[src/rtl/salim_pkg.sv]
// shared types and constants for the stepper axis limit simulator
`default_nettype none
package salim_pkg;

  localparam int MAX_AXES       = 3;
  localparam int AXIS_COUNT_DEF = 3;
  localparam int POS_WIDTH_DEF  = 16;
  localparam int FIELD_W        = 16;
  localparam int MASK_W         = 8;
  localparam int WIDE_CFG_W     = 48;
  localparam int NARROW_CFG_W   = 24;
  localparam int CFG_ADDR_W     = 3;

  typedef enum logic [1:0] {
    REQ_READ_DATA   = 2'd0,
    REQ_WRITE_DATA  = 2'd1,
    REQ_READ_STATUS = 2'd2,
    REQ_READ_CTRL   = 2'd3
  } req_t;

  typedef enum logic [CFG_ADDR_W-1:0] {
    CFG_AXIS_LIMITS = 3'd0,
    CFG_AXIS_STARTS = 3'd1,
    CFG_STEP_MASKS  = 3'd2,
    CFG_DIR_MASKS   = 3'd3,
    CFG_STOP_BITS   = 3'd4
  } cfg_idx_t;

  // per-axis settings handed to each axis unit
  typedef struct packed {
    logic [MASK_W-1:0]  step_mask;
    logic [MASK_W-1:0]  dir_mask;
    logic [MASK_W-1:0]  stop_bits;
    logic [FIELD_W-1:0] limit;
    logic [FIELD_W-1:0] start;
  } axis_cfg_t;

endpackage
`default_nettype wire

[src/rtl/salim_axis.sv]
// one stepper axis: step edge detection, position counter and bound check
`default_nettype none
module salim_axis #(
  parameter int POSITION_WIDTH = salim_pkg::POS_WIDTH_DEF
) (
  input  wire logic                          clk,
  input  wire logic                          rst_n,
  input  wire salim_pkg::axis_cfg_t          cfg,
  input  wire logic                          reload,
  input  wire logic                          wr_en,
  input  wire logic [salim_pkg::MASK_W-1:0]  old_data,
  input  wire logic [salim_pkg::MASK_W-1:0]  new_data,
  output logic      [salim_pkg::MASK_W-1:0]  hit_bits
);

  logic [POSITION_WIDTH-1:0] pos_r;
  logic [POSITION_WIDTH-1:0] pos_nxt;
  logic [POSITION_WIDTH-1:0] start_pos;
  logic [POSITION_WIDTH-1:0] limit_pos;
  logic [salim_pkg::MASK_W-1:0] old_step;
  logic [salim_pkg::MASK_W-1:0] new_step;
  logic move;
  logic dir_up;

  // 16-bit fields sign-extend or truncate to the position width
  assign start_pos = POSITION_WIDTH'(signed'(cfg.start));
  assign limit_pos = POSITION_WIDTH'(signed'(cfg.limit));

  assign old_step = old_data & cfg.step_mask;
  assign new_step = new_data & cfg.step_mask;
  // step pulse ends: step bits changed and are now all low
  assign move     = wr_en && (old_step != new_step) && (new_step == '0);
  assign dir_up   = |(new_data & cfg.dir_mask);
  assign pos_nxt  = dir_up ? pos_r + POSITION_WIDTH'(1) : pos_r - POSITION_WIDTH'(1);

  always_comb begin
    hit_bits = '0;
    if (move && ((pos_nxt == '0) || (pos_nxt == limit_pos))) begin
      hit_bits = cfg.stop_bits;
    end
  end

  always_ff @(posedge clk) begin
    if (!rst_n) begin
      pos_r <= '0;
    end else if (reload) begin
      pos_r <= start_pos;
    end else if (move) begin
      pos_r <= pos_nxt;
    end
  end

endmodule
`default_nettype wire

[src/rtl/stepper_axis_limit_simulator.sv]
// an accepted access goes first into the input reg, then into the result reg once that
// is free, and is offered on the output from the result reg
// throughput: one access per cycle, the input stage advances whenever the result reg frees
// a stalled result holds the input stage, which then drops in_ready
// reset (synchronous, active low) clears data, sticky status, settings and positions
// and empties both stages
`default_nettype none
module stepper_axis_limit_simulator #(
  parameter int AXIS_COUNT     = salim_pkg::AXIS_COUNT_DEF,
  parameter int POSITION_WIDTH = salim_pkg::POS_WIDTH_DEF
) (
  input  wire logic                              clk,
  input  wire logic                              rst_n,
  input  wire logic                              cfg_we,
  input  wire logic [salim_pkg::CFG_ADDR_W-1:0]  cfg_addr,
  input  wire logic [salim_pkg::WIDE_CFG_W-1:0]  cfg_wdata,
  input  wire logic                              in_valid,
  output logic                                   in_ready,
  input  wire logic [1:0]                        in_req_type,
  input  wire logic [7:0]                        in_write_value,
  input  wire logic [7:0]                        in_write_mask,
  output logic                                   out_valid,
  input  wire logic                              out_ready,
  output logic      [7:0]                        out_read_value
);

  localparam int MW = salim_pkg::MASK_W;
  localparam int FW = salim_pkg::FIELD_W;

  // settings
  logic [salim_pkg::WIDE_CFG_W-1:0]   axis_limits_r;
  logic [salim_pkg::WIDE_CFG_W-1:0]   axis_starts_r;
  logic [salim_pkg::NARROW_CFG_W-1:0] step_masks_r;
  logic [salim_pkg::NARROW_CFG_W-1:0] dir_masks_r;
  logic [salim_pkg::NARROW_CFG_W-1:0] stop_bits_r;
  logic                               reload;

  // input stage
  logic          in_vld_r;
  salim_pkg::req_t in_req_r;
  logic [MW-1:0] in_val_r;
  logic [MW-1:0] in_msk_r;

  // result stage
  logic          out_vld_r;
  logic [MW-1:0] out_data_r;
  logic [MW-1:0] out_data_nxt;

  logic [MW-1:0] data_r;
  logic [MW-1:0] data_nxt;
  logic [MW-1:0] status_r;
  logic [MW-1:0] status_nxt;

  logic          proc;
  logic          wr_en;
  logic [MW-1:0] new_data;
  logic [MW-1:0] hits;
  logic [MW-1:0] axis_hits [AXIS_COUNT];

  assign proc     = in_vld_r && (!out_vld_r || out_ready);
  assign in_ready = !in_vld_r || proc;
  assign wr_en    = proc && (in_req_r == salim_pkg::REQ_WRITE_DATA);
  assign new_data = (data_r & ~in_msk_r) | (in_val_r & in_msk_r);
  assign reload   = cfg_we && (cfg_addr == salim_pkg::CFG_AXIS_STARTS);

  always_ff @(posedge clk) begin
    if (!rst_n) begin
      axis_limits_r <= '0;
      axis_starts_r <= '0;
      step_masks_r  <= '0;
      dir_masks_r   <= '0;
      stop_bits_r   <= '0;
    end else if (cfg_we) begin
      unique case (cfg_addr)
        salim_pkg::CFG_AXIS_LIMITS: axis_limits_r <= cfg_wdata;
        salim_pkg::CFG_AXIS_STARTS: axis_starts_r <= cfg_wdata;
        salim_pkg::CFG_STEP_MASKS:  step_masks_r  <= cfg_wdata[salim_pkg::NARROW_CFG_W-1:0];
        salim_pkg::CFG_DIR_MASKS:   dir_masks_r   <= cfg_wdata[salim_pkg::NARROW_CFG_W-1:0];
        salim_pkg::CFG_STOP_BITS:   stop_bits_r   <= cfg_wdata[salim_pkg::NARROW_CFG_W-1:0];
        default: ;
      endcase
    end
  end

  for (genvar i = 0; i < AXIS_COUNT; i++) begin : g_axis
    salim_pkg::axis_cfg_t acfg;
    // a starts write reloads from the value being written
    assign acfg.step_mask  = step_masks_r[MW*i +: MW];
    assign acfg.dir_mask   = dir_masks_r[MW*i +: MW];
    assign acfg.stop_bits  = stop_bits_r[MW*i +: MW];
    assign acfg.limit      = axis_limits_r[FW*i +: FW];
    assign acfg.start      = cfg_wdata[FW*i +: FW];

    salim_axis #(
      .POSITION_WIDTH(POSITION_WIDTH)
    ) u_axis (
      .clk      (clk),
      .rst_n    (rst_n),
      .cfg      (acfg),
      .reload   (reload),
      .wr_en    (wr_en),
      .old_data (data_r),
      .new_data (new_data),
      .hit_bits (axis_hits[i])
    );
  end

  always_comb begin
    hits = '0;
    for (int i = 0; i < AXIS_COUNT; i++) begin
      hits = hits | axis_hits[i];
    end
  end

  always_comb begin
    data_nxt   = data_r;
    status_nxt = status_r;
    if (wr_en) begin
      data_nxt   = new_data;
      status_nxt = status_r | hits;
    end
    case (in_req_r)
      salim_pkg::REQ_READ_DATA:   out_data_nxt = data_r;
      salim_pkg::REQ_WRITE_DATA:  out_data_nxt = new_data;
      salim_pkg::REQ_READ_STATUS: out_data_nxt = status_r;
      default:                    out_data_nxt = '0;
    endcase
  end

  always_ff @(posedge clk) begin
    if (!rst_n) begin
      in_vld_r  <= 1'b0;
      out_vld_r <= 1'b0;
      data_r    <= '0;
      status_r  <= '0;
    end else begin
      data_r   <= data_nxt;
      status_r <= status_nxt;
      if (in_ready) begin
        in_vld_r <= in_valid;
      end
      if (proc) begin
        out_vld_r <= 1'b1;
      end else if (out_ready) begin
        out_vld_r <= 1'b0;
      end
    end
  end

  always_ff @(posedge clk) begin
    if (in_valid && in_ready) begin
      in_req_r <= salim_pkg::req_t'(in_req_type);
      in_val_r <= in_write_value;
      in_msk_r <= in_write_mask;
    end
    if (proc) begin
      out_data_r <= out_data_nxt;
    end
  end

  assign out_valid      = out_vld_r;
  assign out_read_value = out_data_r;

endmodule
`default_nettype wire

[config.mk]
export PLATFORM = sky130hd
export DESIGN_NAME = stepper_axis_limit_simulator
export DESIGN_NICKNAME = d
export VERILOG_FILES = /design/src/rtl/salim_pkg.sv /design/src/rtl/salim_axis.sv /design/src/rtl/stepper_axis_limit_simulator.sv
export SDC_FILE = /design/constraint.sdc
export NUM_CORES = 1
export LEC_CHECK = 0
export BUFFER_PORTS_ARGS = -buffer_cell sky130_fd_sc_hd__buf_2
export CELL_PAD_IN_SITES_DETAIL_PLACEMENT = 1
export CELL_PAD_IN_SITES_GLOBAL_PLACEMENT = 1
export CORE_ASPECT_RATIO = 1.2
export CORE_UTILIZATION = 50
export DETAILED_ROUTE_END_ITERATION = 8
export PLACE_DENSITY = 0.93
export REMOVE_ABC_BUFFERS = 1
export SLEW_MARGIN = 20
export SYNTH_ARGS = -nofsm -noshare
export SYNTH_HDL_FRONTEND = slang
export SYNTH_SLANG_ARGS = --single-unit
[constraint.sdc]
create_clock -name clk -period 12.9 [get_ports clk]
set_input_delay 0.645 -clock clk [delete_from_list [all_inputs] [get_ports clk]]
set_output_delay 0.645 -clock clk [all_outputs]
set_load 0.005 [all_outputs]
Word level (Yosys, flattened, before mapping):

Index checks and enable logic that the tools add are counted.

* equal/unequal tests: 12
* reductions and logical operators: 39
* add/sub/neg operators: 6
* muxes and demuxes: 15
* bitwise gates (word level): 16

Operator list (number)
* $mux 16: 9
* $and 8x8->8: 11
* $add 16x1->16 const B: 3
* $eq 16x16->1: 3
* $logic_not 16->1: 3
* $sub 16x1->16 const B: 3
* $or 8x8->8: 4
* $logic_not 8->1: 3
* $mux 8: 3
* $ne 8x8->1: 3
* $pmux 8 s3: 1
* $reduce_or 8->1: 3
* $logic_and 1x1->1: 13
* $not 8->8: 1
* $reduce_and 2->1: 4
* $reduce_bool 2->1: 4
* $eq 3x2->1 const B: 2
* $logic_or 1x1->1: 5
* $eq 3x1->1 const B: 1
* $eq 3x3->1 const B: 1
* $logic_not 3->1: 1
* $eq 2x1->1 const B: 1
* $eq 2x2->1 const B: 1
* $logic_not 1->1: 2
* other kinds (2): 3

* bits of input ports: 74
* output and inout bits: 10
* register bits after elaboration: 212
* word-level logic and storage cells: 103

Depth between registers and ports, before layout:

Gate-level depths: netlist of run 1.

* word-level depth: 13
* mapped depth: 17

Cells and area by module:

From an unflattened synthesis of run 1, not the netlist that was laid out.

* cells, all modules: 1419
* area, all modules: 12548.3 sq um

Modules (own cells, without submodules)
* stepper_axis_limit_simulator: times used 1, area an instance 6095.8 sq um, cells an instance 647
* salim_axis (g_axis[1].u_axis ...): times used 2, area an instance 2128.3 sq um, cells an instance 252
* salim_axis (g_axis[0].u_axis): times used 1, area an instance 2195.9 sq um, cells an instance 268

Worst setup path after synthesis of run 1:

OpenSTA, ideal clock, no wires.

* path kind: reg-to-reg
* start point: reg in_msk_r[0]
* end point: reg status_r[0]
* arrival time: 3977 ps
* setup slack: 8795 ps
* stages on the path, launching flop included: 17
* library setup time: 128 ps
* cell sequence: edfxtp_1 -> mux2_2 -> a22o_1 -> a221oi_1 -> and3_1 -> ha_1 -> clkbuf_2 -> nand2_1 -> o2111a_1 -> a21o_1 -> o21bai_1 -> a311oi_2 -> xnor3_1 -> nand4_1 -> o221ai_1 -> a21oi_1 -> o21ai_1

* cells in the longest elaborated chain, start to end: 13
* elaborated cells between the ends (all ways): 46
* classes of those cells: eq/ne: 6; mux: 6; bitwise: 13; reduce/logical: 21

RTL lines
* start: declaration: line stepper_axis_limit_simulator.sv:42 `logic [MW-1:0] in_msk_r;`
* start signal: assignment: line stepper_axis_limit_simulator.sv:154 `in_msk_r <= in_write_mask;`
* $not 8->8: line stepper_axis_limit_simulator.sv:63 `assign new_data = (data_r & ~in_msk_r) | (in_val_r & in_msk_r);`
* $and 8x8->8: line stepper_axis_limit_simulator.sv:63
* $or 8x8->8 *: line stepper_axis_limit_simulator.sv:63
* $and 8x8->8: line salim_axis.sv:33 `assign dir_up = |(new_data & cfg.dir_mask);`
* $reduce_or 8->1: line salim_axis.sv:33
* $mux 16: line salim_axis.sv:34 `assign pos_nxt = dir_up ? pos_r + POSITION_WIDTH'(1) : pos_r - POSITION_WIDTH'(1);`
* $eq 16x16->1 / $logic_not 16->1 (equally long branches): line salim_axis.sv:38 `if (move && ((pos_nxt == '0) || (pos_nxt == limit_pos))) begin`
* $logic_or 1x1->1: line salim_axis.sv:38
* $logic_and 1x1->1: line salim_axis.sv:38
* $mux 8: line salim_axis.sv:38
* $or 8x8->8: line stepper_axis_limit_simulator.sv:111 `hits = hits | axis_hits[i];`
* $or 8x8->8 *: line stepper_axis_limit_simulator.sv:111
* $or 8x8->8 *: line stepper_axis_limit_simulator.sv:120 `status_nxt = status_r | hits;`
* end signal: assignment: line stepper_axis_limit_simulator.sv:138 `status_r <= status_nxt;`
* end: declaration: line stepper_axis_limit_simulator.sv:51 `logic [MW-1:0] status_r;`

Every way passes the cells marked *; elsewhere a longest branch is shown, timed or not.
A chain may end at the register's enable or synchronous reset.

Worst setup path in the final report of run 1:

* start point: reg in_msk_r[0]
* end point: reg status_r[4]

Same word-level chain as after synthesis.

==> metrics.md, run 1 <==
| Metric | Value |
|---|---|
| Final layout net count | 1651 |
| Number of global-route vias before repair | 12800 |
| Netlist cell types | 90 |
| Worst-Margin Slew | 1.17 ns |
| Minimum setup slack after placement | 7.68 ns |
| Flop and latch count out of synthesis | 212 |
| Maximum number of pins on one net before global-route repair | 82 |
| Worst skew pair latency | 0.54 ns |
| DR WL/cell | 23.8 um |
| Sequential fraction of the synthesis area | 0.356 |
| TritonCTS clock tree | yes |
| Power Internal | 1240 uW |
| Final period demand of the worst path | 5.70 ns |
| Global router's overall resource usage | 0.340 |
| Gate count after technology mapping | 1503 |
| IO Pins | 84 |
| Fmax | 0.176 GHz |
| Relative slew slack | 0.213 |
| Async set or reset register ratio after synthesis | 0 |
| Setup repair after global routing missed its margin | no |
| Placeable core region | 24800 um2 |
| Number of vias per cell after detailed routing | 6.48 |
| Initial DRT Pass Iterations | 5 |
| Floorplan die area | 25900 um2 |
| Leakage power of the design | 0.00537 uW |
| Share of layout cells above drive strength 1 | 0.107 |
| Synthesis-to-finish area growth | 10.5% |
| Final number of hold-violating endpoints | 0 |
| Initial antenna violation count | 2 |
| WS Path Type | flip-flop to flip-flop |
| Worst Path Arrival | 6.07 ns |
| Uppermost signal routing layer after detailed routing | met5 |
| Clock root buffer master | sky130_fd_sc_hd__clkbuf_16 |
| Switching portion of total power | 0.301 |
| Maximum Capacitance Violations | 0 |
| Die X-Extent | 147 um |
| Worst-case setup margin in the final layout | 7.20 ns |
| Number of instances on the worst hold path | 1 |
| Warning count from the yosys run | 0 |
| Post-synthesis cell area | 12600 um2 |
| Gp weighted congestion | 0.960 |
| Total net switching power | 537 uW |
| Clock power share | 0.396 |
| Via count of the routed design | 12100 |
| Arithmetic-cell share of the synthesized area counting full adders, half adders and majority gates | 0.0493 |
| Final critical-path share of the clock period | 0.442 |
| Critical path startpoint | in_msk_r[0] |
| Total half-perimeter wirelength after legalization and detailed placement | 29.3 mm |
| Required time of the worst setup path | 13.27 ns |
| Avg Synthesized Cell Area | 8.41 um2 |
| Metal1 wirelength | 16.8 mm |
| Largest fanout of any net on the critical path | 16 |
| Sequential fraction of design power | 0.395 |
| Final setup violating endpoints | 0 |
| Startpoint of the worst hold path | in_write_value[1] |
| Number of buffers inserted during clock tree synthesis | 23 |
| Summed negative setup slack over all endpoints | 0 ns |
| Bufs on Longest Clock Path | 3 |
| DR DRC count | 0 |
| Comb pwr share | 0.209 |
| Leading register cell type out of synthesis | sky130_fd_sc_hd__dfxtp_1 |
| Status | completed |
| Combinational family with the most area after synthesis | compound AO/OA/AOI/OAI gates |
| Cts-stage hold buffer count | 0 |
| Maximum level of the CTS H-tree | 1 |
| Post-CTS repair timing setup buffer count | 0 |
| Compound-Gate Fraction of Synth Area | 0.231 |
| Crit end category | flip-flop |
| Residual overflow from global routing | 0 |
| Met3 wirelength from detailed routing | 2.79 mm |
| Power density over the cells | 128 nW/um2 |
| Maximum resistive drop on vdd | 0.108 mV |
| Count of input and output buffers | 83 |
| Parity-gate share of the synthesized area counting xor and xnor cells | 0.0749 |
| Clock net sink count | 212 |
| Hold Crit Class | primary input to flip-flop |
| Post-cts sizing count | 0 |
| Clock-pin slew on the worst setup and hold paths | 0.06 ns |
| Site Rows | 63 |
| Number of enable flip-flop cells after synthesis | 26 |
| Worst Skew | 0.0339 ns |
| Initial DRC Count | 887 |
| Reg2Reg Launch Point | in_msk_r[0] |
| Critical path startpoint category | flip-flop |
| Final number of max-transition violations | 0 |
| Global-route wire length before repair | 69.5 mm |
| Multiplexer share of the synthesized area | 0.0462 |
| Number of antenna-violating nets in the routed design | 0 |
| Met2 layer wire length in the routed design | 22.0 mm |
| Wire length after detailed routing | 44.5 mm |
| Vert. Die Dim | 176 um |
| Post-Synth Simple-Gate Area | 0.203 |
| Initial core utilization | 0.511 |
| Cells on worst reg2reg path | 15 |
## layout make-up
type | instances | area (um2)
antenna | 1 | 2.50
clock buffer | 33 | 694
clock inverter | 9 | 104
fill | 2971 | 10800
inverter | 29 | 109
multi-input combinational | 1172 | 7660
sequential | 212 | 4500
tap | 325 | 407
timing repair buffer | 91 | 478
## cell families after synthesis
kind of cell | count (synthesis)
buffers and inverters | 119
DFF | 212
AOI/OAI and AO/OA | 396
muxes | 57
adders and majority gates | 48
xor gates and xnor gates | 95
and+or+nand+nor | 576
## worst max-delay path, cell delays in order, from the launching register on
cell                       delay, ns
sky130_fd_sc_hd__edfxtp_1       0.45
sky130_fd_sc_hd__mux2_2         0.45
sky130_fd_sc_hd__a22o_1         0.25
sky130_fd_sc_hd__a221oi_1       0.30
sky130_fd_sc_hd__and3_1         0.76
sky130_fd_sc_hd__ha_1           0.37
sky130_fd_sc_hd__o21ai_0        0.18
sky130_fd_sc_hd__o21ai_0        0.39
sky130_fd_sc_hd__a31o_2         0.25
sky130_fd_sc_hd__a21oi_1        0.07
sky130_fd_sc_hd__o311ai_0       0.95
sky130_fd_sc_hd__xnor2_1        0.48
sky130_fd_sc_hd__nand3_1        0.24
sky130_fd_sc_hd__o221ai_1       0.14
sky130_fd_sc_hd__a21oi_1        0.16
sky130_fd_sc_hd__o21ai_1        0.10
## registers in the layout (all words and copies together), names as in the netlist
name                 flops
axis_limits_r           48
g_axis.u_axis.pos_r     48
dir_masks_r             24
step_masks_r            24
stop_bits_r             24
data_r                   8
in_msk_r                 8
in_val_r                 8
out_read_value           8
status_r                 8
in_req_r                 2
in_vld_r                 1
out_valid                1
## path summary, 6_finish.rpt
path	slack, ns	to
setup / recovery	7.20	status_r[4]
hold / removal	0.29	in_val_r[1]
setup reg to reg	7.20	status_r[4]
hold reg to reg	0.46	status_r[3]
## layout by cell type, fill, tap and decap left out, types with 8 or more instances in the layout
cell type                   netlist  final
sky130_fd_sc_hd__o211a_1         27     27
sky130_fd_sc_hd__clkbuf_16        0     24
sky130_fd_sc_hd__o21ai_1         14     14
sky130_fd_sc_hd__mux2i_1         48     48
sky130_fd_sc_hd__a211oi_1        11     11
sky130_fd_sc_hd__nor2_1          64     64
sky130_fd_sc_hd__o221ai_1         8      8
sky130_fd_sc_hd__nor2b_1         11     11
sky130_fd_sc_hd__xnor2_1         51     51
sky130_fd_sc_hd__nand3_1         32     32
sky130_fd_sc_hd__edfxtp_1        26     26
sky130_fd_sc_hd__dfxtp_1        186    186
sky130_fd_sc_hd__a21o_1          11     11
sky130_fd_sc_hd__nor4_1          10     10
sky130_fd_sc_hd__buf_2            9     82
sky130_fd_sc_hd__a311oi_1        11     11
sky130_fd_sc_hd__and3_1           9      9
sky130_fd_sc_hd__ha_1            45     45
sky130_fd_sc_hd__buf_4            2      9
sky130_fd_sc_hd__a21oi_1         68     68
sky130_fd_sc_hd__nand2_1        356    355
sky130_fd_sc_hd__mux2_2           8      8
sky130_fd_sc_hd__a21boi_0       105    105
sky130_fd_sc_hd__and2_1          14     13
sky130_fd_sc_hd__a22oi_1         18     18
sky130_fd_sc_hd__xor2_1          36     36
sky130_fd_sc_hd__o21ai_0         35     35
sky130_fd_sc_hd__o211ai_1         9      9
sky130_fd_sc_hd__inv_1           29     29
sky130_fd_sc_hd__nor3_1          17     15
sky130_fd_sc_hd__nand4_1         19     19
## synth_stat cells, types with 26 or more instances
library cell               number  area (um2)
sky130_fd_sc_hd__o21ai_0       35         175
sky130_fd_sc_hd__edfxtp_1      26         781
sky130_fd_sc_hd__xnor2_1       51         447
sky130_fd_sc_hd__clkbuf_1      71         267
sky130_fd_sc_hd__nor2_1        64         240
sky130_fd_sc_hd__nand2_1      356        1340
sky130_fd_sc_hd__nand3_1       32         160
sky130_fd_sc_hd__a21oi_1       68         340
sky130_fd_sc_hd__dfxtp_1      186        3720
sky130_fd_sc_hd__a21boi_0     105         788
sky130_fd_sc_hd__ha_1          45         563
sky130_fd_sc_hd__inv_1         29         109
sky130_fd_sc_hd__mux2i_1       48         480
sky130_fd_sc_hd__o211a_1       27         270
sky130_fd_sc_hd__xor2_1        36         315
## stage by stage
stage	area, um2	hold WS (ns)	power [uW]	instances	util
4_1_cts	14000	0.289	1770	1871	0.564
6_report	14000	0.294	1780	1872	0.564
5_1_grt	14000	0.288	1840	1871	0.564
3_5_place_dp	13200	0.450	1070	1829	0.531
2_1_floorplan	12300	0.435	965	1413	-
3_3_place_gp	13200	0.446	1050	1829	0.531
## per-layer routing
metal | track usage | up-vias
li1 | - | 5414
met1 | 0.376 | 5977
met2 | 0.605 | 522
met3 | 0.0563 | 210
met4 | 0.212 | 2
met5 | 0 | -
## power groups by stage
stage / combinational, uW / sequential [uW] / clock, uW
2_1_floorplan: 254 / 711 / 0
3_3_place_gp: 338 / 715 / 0
3_5_place_dp: 356 / 717 / 0
4_1_cts: 364 / 703 / 707
5_1_grt: 398 / 705 / 732
6_report: 373 / 704 / 705
Note: power is estimated with default switching activity, not from simulation.
==> run 2: changes to the inputs <==
- CORE_UTILIZATION: 50 -> 42
- PLACE_DENSITY: 0.93 -> 0.84
- clock period: 12.9 -> 5.2 ns (I/O delays scaled with it)
==> metrics.md, run 2 (synthesis results as in run 1) <==
| Metric | Value |
|---|---|
| Global router's overall resource usage | 0.267 (was 0.340) |
| Required time of the worst setup path | 5.59 ns (was 13.27 ns) |
| Placeable core region | 29600 um2 (was 24800 um2) |
| Final critical-path share of the clock period | 0.941 (was 0.442) |
| Number of vias per cell after detailed routing | 5.86 (was 6.48) |
| Most common library cell in the layout ignoring fill and taps | sky130_fd_sc_hd__nand2_1 (unchanged) |
| Final number of hold-violating endpoints | 0 (unchanged) |
| Maximum Capacitance Violations | 0 (unchanged) |
| Minimum setup slack after placement | 0.342 ns (was 7.68 ns) |
| Fmax | 0.204 GHz (was 0.176 GHz) |
| Via count of the routed design | 11600 (was 12100) |
| Setup slack on the worst flop-to-flop path | 0.31 ns (was 7.20 ns) |
| Floorplan die area | 30800 um2 (was 25900 um2) |
| Global-route wire length before repair | 65.1 mm (was 69.5 mm) |
| Number of global-route vias before repair | 12100 (was 12800) |
| Final period demand of the worst path | 4.89 ns (was 5.70 ns) |
| Gp weighted congestion | 0.898 (was 0.960) |
| Final layout net count | 1700 (was 1651) |
| Hold Crit Class | primary input to flip-flop (unchanged) |
| Residual overflow from global routing | 0 (unchanged) |
| Status | completed (unchanged) |
| Site Rows | 69 (was 63) |
| DR WL/cell | 20.8 um (was 23.8 um) |
| Maximum resistive drop on vdd | 0.236 mV (was 0.108 mV) |
| Clock-pin slew on the worst setup and hold paths | 0.06 ns (about the same) |
| Critical path startpoint category | flip-flop (unchanged) |
| TritonCTS clock tree | yes (unchanged) |
| Worst-path cell chain | mux2_2, a22oi_1, and4_1, ha_1, a211o_1, a2111oi_4, nor2_1, a2111oi_0, o21ai_0, a21oi_1, xnor2_1, mux2i_2, o21ai_1 (was mux2_2, a22o_1, a221oi_1, and3_1, ha_1, o21ai_0, o21ai_0, a31o_2, a21oi_1, o311ai_0, xnor2_1, nand3_1, o221ai_1, a21oi_1, o21ai_1) |
| Worst Skew | 0.0285 ns (was 0.0339 ns) |
| Setup repair after global routing missed its margin | no (unchanged) |
| DR DRC count | 0 (unchanged) |
| Worst-Margin Slew | 1.04 ns (was 1.17 ns) |
| Number of diodes added for antenna fixing | 0 (was 1) |
| Number of buffers inserted during clock tree synthesis | 24 (was 23) |
| Share of layout cells above drive strength 1 | 0.110 (was 0.107) |
| Initial DRT Pass Iterations | 7 (was 5) |
| Final setup violating endpoints | 0 (unchanged) |
| Power density over the cells | 309 nW/um2 (was 128 nW/um2) |
| Worst Path Arrival | 5.29 ns (was 6.07 ns) |
| Worst-case setup margin in the final layout | 0.306 ns (was 7.20 ns) |
| Kind of cell with the highest combined delay on the critical path | compound AO/OA/AOI/OAI gates (unchanged) |
| Clock net sink count | 212 (unchanged) |
| Relative slew slack | 0.305 (was 0.213) |
| Worst skew pair latency | 0.55 ns (was 0.54 ns) |
| Number of antenna-violating nets in the routed design | 0 (unchanged) |
| Largest fanout of any net on the critical path | 8 (was 16) |
| Vert. Die Dim | 192 um (was 176 um) |
| Final number of max-transition violations | 0 (unchanged) |
| Post-layout util | 0.492 (was 0.564) |
| Initial core utilization | 0.427 (was 0.511) |
| CP peak stage delay | 0.62 ns (was 0.95 ns) |
| IO Pins | 84 (unchanged) |
| Slowest CP cell | sky130_fd_sc_hd__mux2i_2 (was sky130_fd_sc_hd__o311ai_0) |
| Number of fillers in the final layout | 3510 (was 2971) |
| Count of input and output buffers | 83 (unchanged) |
| Initial DRC Count | 687 (was 887) |
| Bufs on Longest Clock Path | 3 (unchanged) |
| Initial antenna violation count | 0 (was 2) |
| Crit end category | flip-flop (unchanged) |
| WS Path Type | flip-flop to flip-flop (unchanged) |
| Die X-Extent | 160 um (was 147 um) |
| Hold Worst Slack | 0.0111 ns (was 0.294 ns) |
| Total half-perimeter wirelength after legalization and detailed placement | 28.4 mm (was 29.3 mm) |
| Largest registers | axis_limits_r (48), g_axis.u_axis.pos_r (48) (unchanged) |
| Crit path buf inv count | 0 (unchanged) |
| Synthesis-to-finish area growth | 15.2% (was 10.5%) |
| Maximum number of pins on one net before global-route repair | 84 (was 82) |
| Wire length after detailed routing | 41.4 mm (was 44.5 mm) |
| Leakage power of the design | 0.00559 uW (was 0.00537 uW) |
| Clock root buffer master | sky130_fd_sc_hd__clkbuf_16 (unchanged) |
| Most frequent cells in the layout | sky130_fd_sc_hd__nand2_1 (355), sky130_fd_sc_hd__dfxtp_1 (186), sky130_fd_sc_hd__a21boi_0 (105), sky130_fd_sc_hd__buf_2 (82), sky130_fd_sc_hd__a21oi_1 (67) (was sky130_fd_sc_hd__nand2_1 (355), sky130_fd_sc_hd__dfxtp_1 (186), sky130_fd_sc_hd__a21boi_0 (105), sky130_fd_sc_hd__buf_2 (82), sky130_fd_sc_hd__a21oi_1 (68)) |
| Maximum level of the CTS H-tree | 1 (unchanged) |
| Summed negative setup slack over all endpoints | 0 ns (unchanged) |
-- run 2: cell types whose count changed in the layout (fill, tap and decap cells not counted), sizes merged --
cell / before / now
clkinvlp: 2 / 3
clkbuf: 33 / 28
bufinv: 2 / 4
buf: 91 / 97
dlygate4sd3: 0 / 42
diode: 1 / 0
clkinv: 4 / 9
inv: 30 / 29
-- run 2: power by group --
group	internal [uW]	leakage, uW	total, uW	switching [uW]
Clock	1080	0.000405	1820	743
Combinational	381	0.00342	941	560
Sequential	1700	0.00176	1740	39.5
Total	3160	0.00559	4500	1340
-- run 2: metal layers --
metal | vias to the layer above | track usage | wire length (um)
li1 | 5523 | - | -
met1 | 5773 | 0.307 | 16800
met2 | 266 | 0.507 | 21500
met3 | 78 | 0.0263 | 1660
met4 | 0 | 0.103 | 1360
met5 | - | 0 | 0
-- run 2: what timing repair did --
action / CTS / global route
hold buffers: 42 / 0
setup buffers: 0 / 1
resized for setup: 0 / 2
endpoints found under the setup margin: 0 / 8
hold endpoints to repair: 53 / 0
-- run 2: worst paths after layout --
check             startpoint                    endpoint  depth (start not counted)
max              in_msk_r[5]                 status_r[6]                         13
min            cfg_wdata[28]  g_axis[1].u_axis.pos_r[12]                          2
max reg2reg      in_msk_r[5]                 status_r[6]                         13
min reg2reg  stop_bits_r[20]                 status_r[4]                          2
-- run 2: per-stage QoR --
step / total power, uW / instances / area [um2]
after floorplan: 2390 / 1413 / 12300
after global placement: 2640 / 1898 / 13300
after detailed placement: 2670 / 1898 / 13300
after CTS: 4510 / 1984 / 14500
after global routing: 4670 / 1986 / 14600
final: 4500 / 1986 / 14600
-- run 2: final cells by class --
cell class	count	area, um2	share of cell area
clock buffer	28	636	0.0437
clock inverter	16	199	0.0137
inverter	29	109	0.00748
multi-input combinational	1172	7670	0.527
sequential	212	4500	0.309
tap	390	488	0.0335
timing repair buffer	139	951	0.0653
==> run 3: changes to the inputs <==
- REMOVE_ABC_BUFFERS: 1 -> default
==> metrics.md, run 3 (synthesis results as in run 1) <==
| Metric | Value |
|---|---|
| Status | completed (unchanged) |
| Total net switching power | 1290 uW (was 1340 uW) |
| Hold Crit Class | primary input to flip-flop (unchanged) |
| CP most frequent cell | sky130_fd_sc_hd__a21oi_1 |
| Final critical-path share of the clock period | 0.940 (was 0.941) |
| Worst skew pair latency | 0.54 ns (was 0.55 ns) |
| Gp weighted congestion | 0.924 (was 0.898) |
| Global router's overall resource usage | 0.268 (was 0.267) |
| Crit path buf inv count | 2 (was 0) |
| Sequential fraction of design power | 0.399 (was 0.387) |
| Share of layout cells above drive strength 1 | 0.110 (about the same) |
| Worst-Margin Slew | 1.03 ns (was 1.04 ns) |
| Final design area excluding fillers | 14500 um2 (was 14600 um2) |
| Maximum resistive drop on vdd | 0.275 mV (was 0.236 mV) |
| Wire length after detailed routing | 40.8 mm (was 41.4 mm) |
| Crit end category | flip-flop (unchanged) |
| Initial antenna violation count | 1 (was 0) |
| Most frequent cells in the layout | sky130_fd_sc_hd__nand2_1 (355), sky130_fd_sc_hd__dfxtp_1 (186), sky130_fd_sc_hd__a21boi_0 (105), sky130_fd_sc_hd__buf_2 (82), sky130_fd_sc_hd__a21oi_1 (68) (was sky130_fd_sc_hd__nand2_1 (355), sky130_fd_sc_hd__dfxtp_1 (186), sky130_fd_sc_hd__a21boi_0 (105), sky130_fd_sc_hd__buf_2 (82), sky130_fd_sc_hd__a21oi_1 (67)) |
| Number of vias per cell after detailed routing | 5.81 (was 5.86) |
| Worst-path cell chain | mux2_2, a22o_1, a221oi_1, and3_1, buf_4, ha_1, a21oi_1, o21ai_0, a21oi_1, nor2b_1, a311oi_2, xnor3_1, nand4_1, buf_4, o221ai_1, a21oi_1, o21ai_1 (was mux2_2, a22oi_1, and4_1, ha_1, a211o_1, a2111oi_4, nor2_1, a2111oi_0, o21ai_0, a21oi_1, xnor2_1, mux2i_2, o21ai_1) |
| DR DRC count | 0 (unchanged) |
| Maximum level of the CTS H-tree | 1 (unchanged) |
| Worst Path Arrival | 5.28 ns (was 5.29 ns) |
| DR WL/cell | 20.5 um (was 20.8 um) |
| Clock power share | 0.391 (was 0.404) |
| Final period demand of the worst path | 4.89 ns (about the same) |
| Largest fanout of any net on the critical path | 12 (was 8) |
| Comb pwr share | 0.211 (was 0.209) |
| IO Pins | 84 (unchanged) |
| Number of diodes added for antenna fixing | 0 (unchanged) |
| Placed standard-cell area | 13300 um2 (about the same) |
| Initial DRC Count | 669 (was 687) |
| Bufs on Longest Clock Path | 3 (unchanged) |
| Clock-pin slew on the worst setup and hold paths | 0.07 ns (was 0.06 ns) |
| Fmax | 0.205 GHz (was 0.204 GHz) |
| Relative slew slack | 0.314 (was 0.305) |
| Residual overflow from global routing | 0 (unchanged) |
| Via count of the routed design | 11500 (was 11600) |
| Summed negative setup slack over all endpoints | 0 ns (unchanged) |
| TritonCTS clock tree | yes (unchanged) |
| Worst Skew | 0.0194 ns (was 0.0285 ns) |
| Count of input and output buffers | 83 (unchanged) |
| Required time of the worst setup path | 5.60 ns (was 5.59 ns) |
| Synthesis-to-finish area growth | 14.6% (was 15.2%) |
| Met1 usage | 0.316 (was 0.307) |
| Global-route wire length before repair | 65.5 mm (was 65.1 mm) |
| Most common library cell in the layout ignoring fill and taps | sky130_fd_sc_hd__nand2_1 (unchanged) |
| Number of antenna-violating nets in the routed design | 0 (unchanged) |
| Final setup violating endpoints | 0 (unchanged) |
| Worst-case setup margin in the final layout | 0.313 ns (was 0.306 ns) |
| Final layout net count | 1700 (unchanged) |
| Number of buffers inserted during clock tree synthesis | 25 (was 24) |
| Site Rows | 69 (unchanged) |
| Number of global-route vias before repair | 12200 (was 12100) |
| Critical path startpoint category | flip-flop (unchanged) |
| Setup repair after global routing missed its margin | no (unchanged) |
| Power Internal | 3090 uW (was 3160 uW) |
| Maximum number of pins on one net before global-route repair | 73 (was 84) |
| Power density over the cells | 302 nW/um2 (was 309 nW/um2) |
| Vert. Die Dim | 192 um (unchanged) |
| Clock root buffer master | sky130_fd_sc_hd__clkbuf_16 (unchanged) |
| Hold Worst Slack | 0.0211 ns (was 0.0111 ns) |
| Global Route met2 Usage | 0.495 (was 0.507) |
| Largest registers | axis_limits_r (48), g_axis.u_axis.pos_r (48) (unchanged) |
| Total half-perimeter wirelength after legalization and detailed placement | 29.1 mm (was 28.4 mm) |
| WS Path Type | flip-flop to flip-flop (unchanged) |
| Total power | 4380 uW (was 4500 uW) |
| Die X-Extent | 160 um (unchanged) |
| Final number of hold-violating endpoints | 0 (unchanged) |
| Minimum setup slack after placement | 0.385 ns (was 0.342 ns) |
| Kind of cell with the highest combined delay on the critical path | compound AO/OA/AOI/OAI gates (unchanged) |
| Floorplan die area | 30800 um2 (unchanged) |
| Clock net sink count | 212 (unchanged) |
| Switching portion of total power | 0.295 (was 0.298) |
| Final number of max-transition violations | 0 (unchanged) |
| CP peak stage delay | 0.44 ns (was 0.62 ns) |
| Top Usage Layer GRT | met2 (unchanged) |
| Leakage power of the design | 0.00558 uW (was 0.00559 uW) |
| Met3 capacity usage during global routing | 0.0369 (was 0.0263) |
| Initial core utilization | 0.427 (unchanged) |
| Synthesized Nets | 1625 |
| Maximum Capacitance Violations | 0 (unchanged) |
| Initial DRT Pass Iterations | 5 (was 7) |
| Placeable core region | 29600 um2 (unchanged) |
| Slowest CP cell | sky130_fd_sc_hd__edfxtp_1 (was sky130_fd_sc_hd__mux2i_2) |
-- run 3: cell types whose count changed in the layout (fill, tap and decap cells not counted), moves of 2 or more --
cell                            delta
sky130_fd_sc_hd__dlygate4sd3_1     -5
sky130_fd_sc_hd__clkinvlp_4        -2
sky130_fd_sc_hd__clkbuf_1          +2
sky130_fd_sc_hd__bufinv_16         -3
sky130_fd_sc_hd__clkbuf_16         +2
sky130_fd_sc_hd__buf_4             +5
sky130_fd_sc_hd__inv_6             +2
-- run 3: metal layers --
| layer | up-vias | wire [um] |
|---|---|---|
| li1 | 5515 | - |
| met1 | 5686 | 17200 |
| met2 | 241 | 20600 |
| met3 | 92 | 1570 |
| met4 | 2 | 1440 |
| met5 | - | 10 |
-- run 3: layout make-up --
cell class | instances | area, um2
Timing Repair Buffer | 138 | 923
Fill cell | 3526 | 15100
Clock buffer | 33 | 707
Multi-Input combinational cell | 1172 | 7660
Tap cell | 390 | 488
Clock inverter | 11 | 91.3
Inverter | 29 | 109
Sequential cell | 212 | 4500
-- run 3: power by group through the flow --
stage,Combinational (uW),Clock (uW),Sequential [uW]
floorplan,657,0,1760
global placement,856,0,1780
detailed placement,884,0,1780
CTS,915,1730,1740
global route,1010,1800,1750
finish,922,1710,1750
-- run 3: repair_timing --
action	4_1_cts	5_1_grt
endpoints found under the setup margin	0	4
endpoints found under the hold margin	41	0
hold buffers	37	0
gates resized for setup	0	2
setup buffers	0	3
-- run 3: worst paths after layout --
check                 startpoint                 to  slack (ns)  cells past startpoint
hold reg to reg   stop_bits_r[0]     stop_bits_r[0]        0.46                      2
setup / recovery     in_msk_r[0]        status_r[2]        0.31                     17
hold / removal     cfg_wdata[33]  axis_limits_r[33]        0.02                      3
setup reg to reg     in_msk_r[0]        status_r[2]        0.31                     17
-- run 3: worst min-delay path, cell delays in order --
cell and delay [ns]:
sky130_fd_sc_hd__buf_2 0.11, sky130_fd_sc_hd__nand2_1 0.05, sky130_fd_sc_hd__a21boi_0 0.07
-- run 3: through the flow --
step            util  cells
2_1_floorplan      -   1503
4_1_cts        0.488   1982
3_3_place_gp   0.449   1901
5_1_grt        0.489   1985
6_report       0.489   1985
3_5_place_dp   0.449   1901
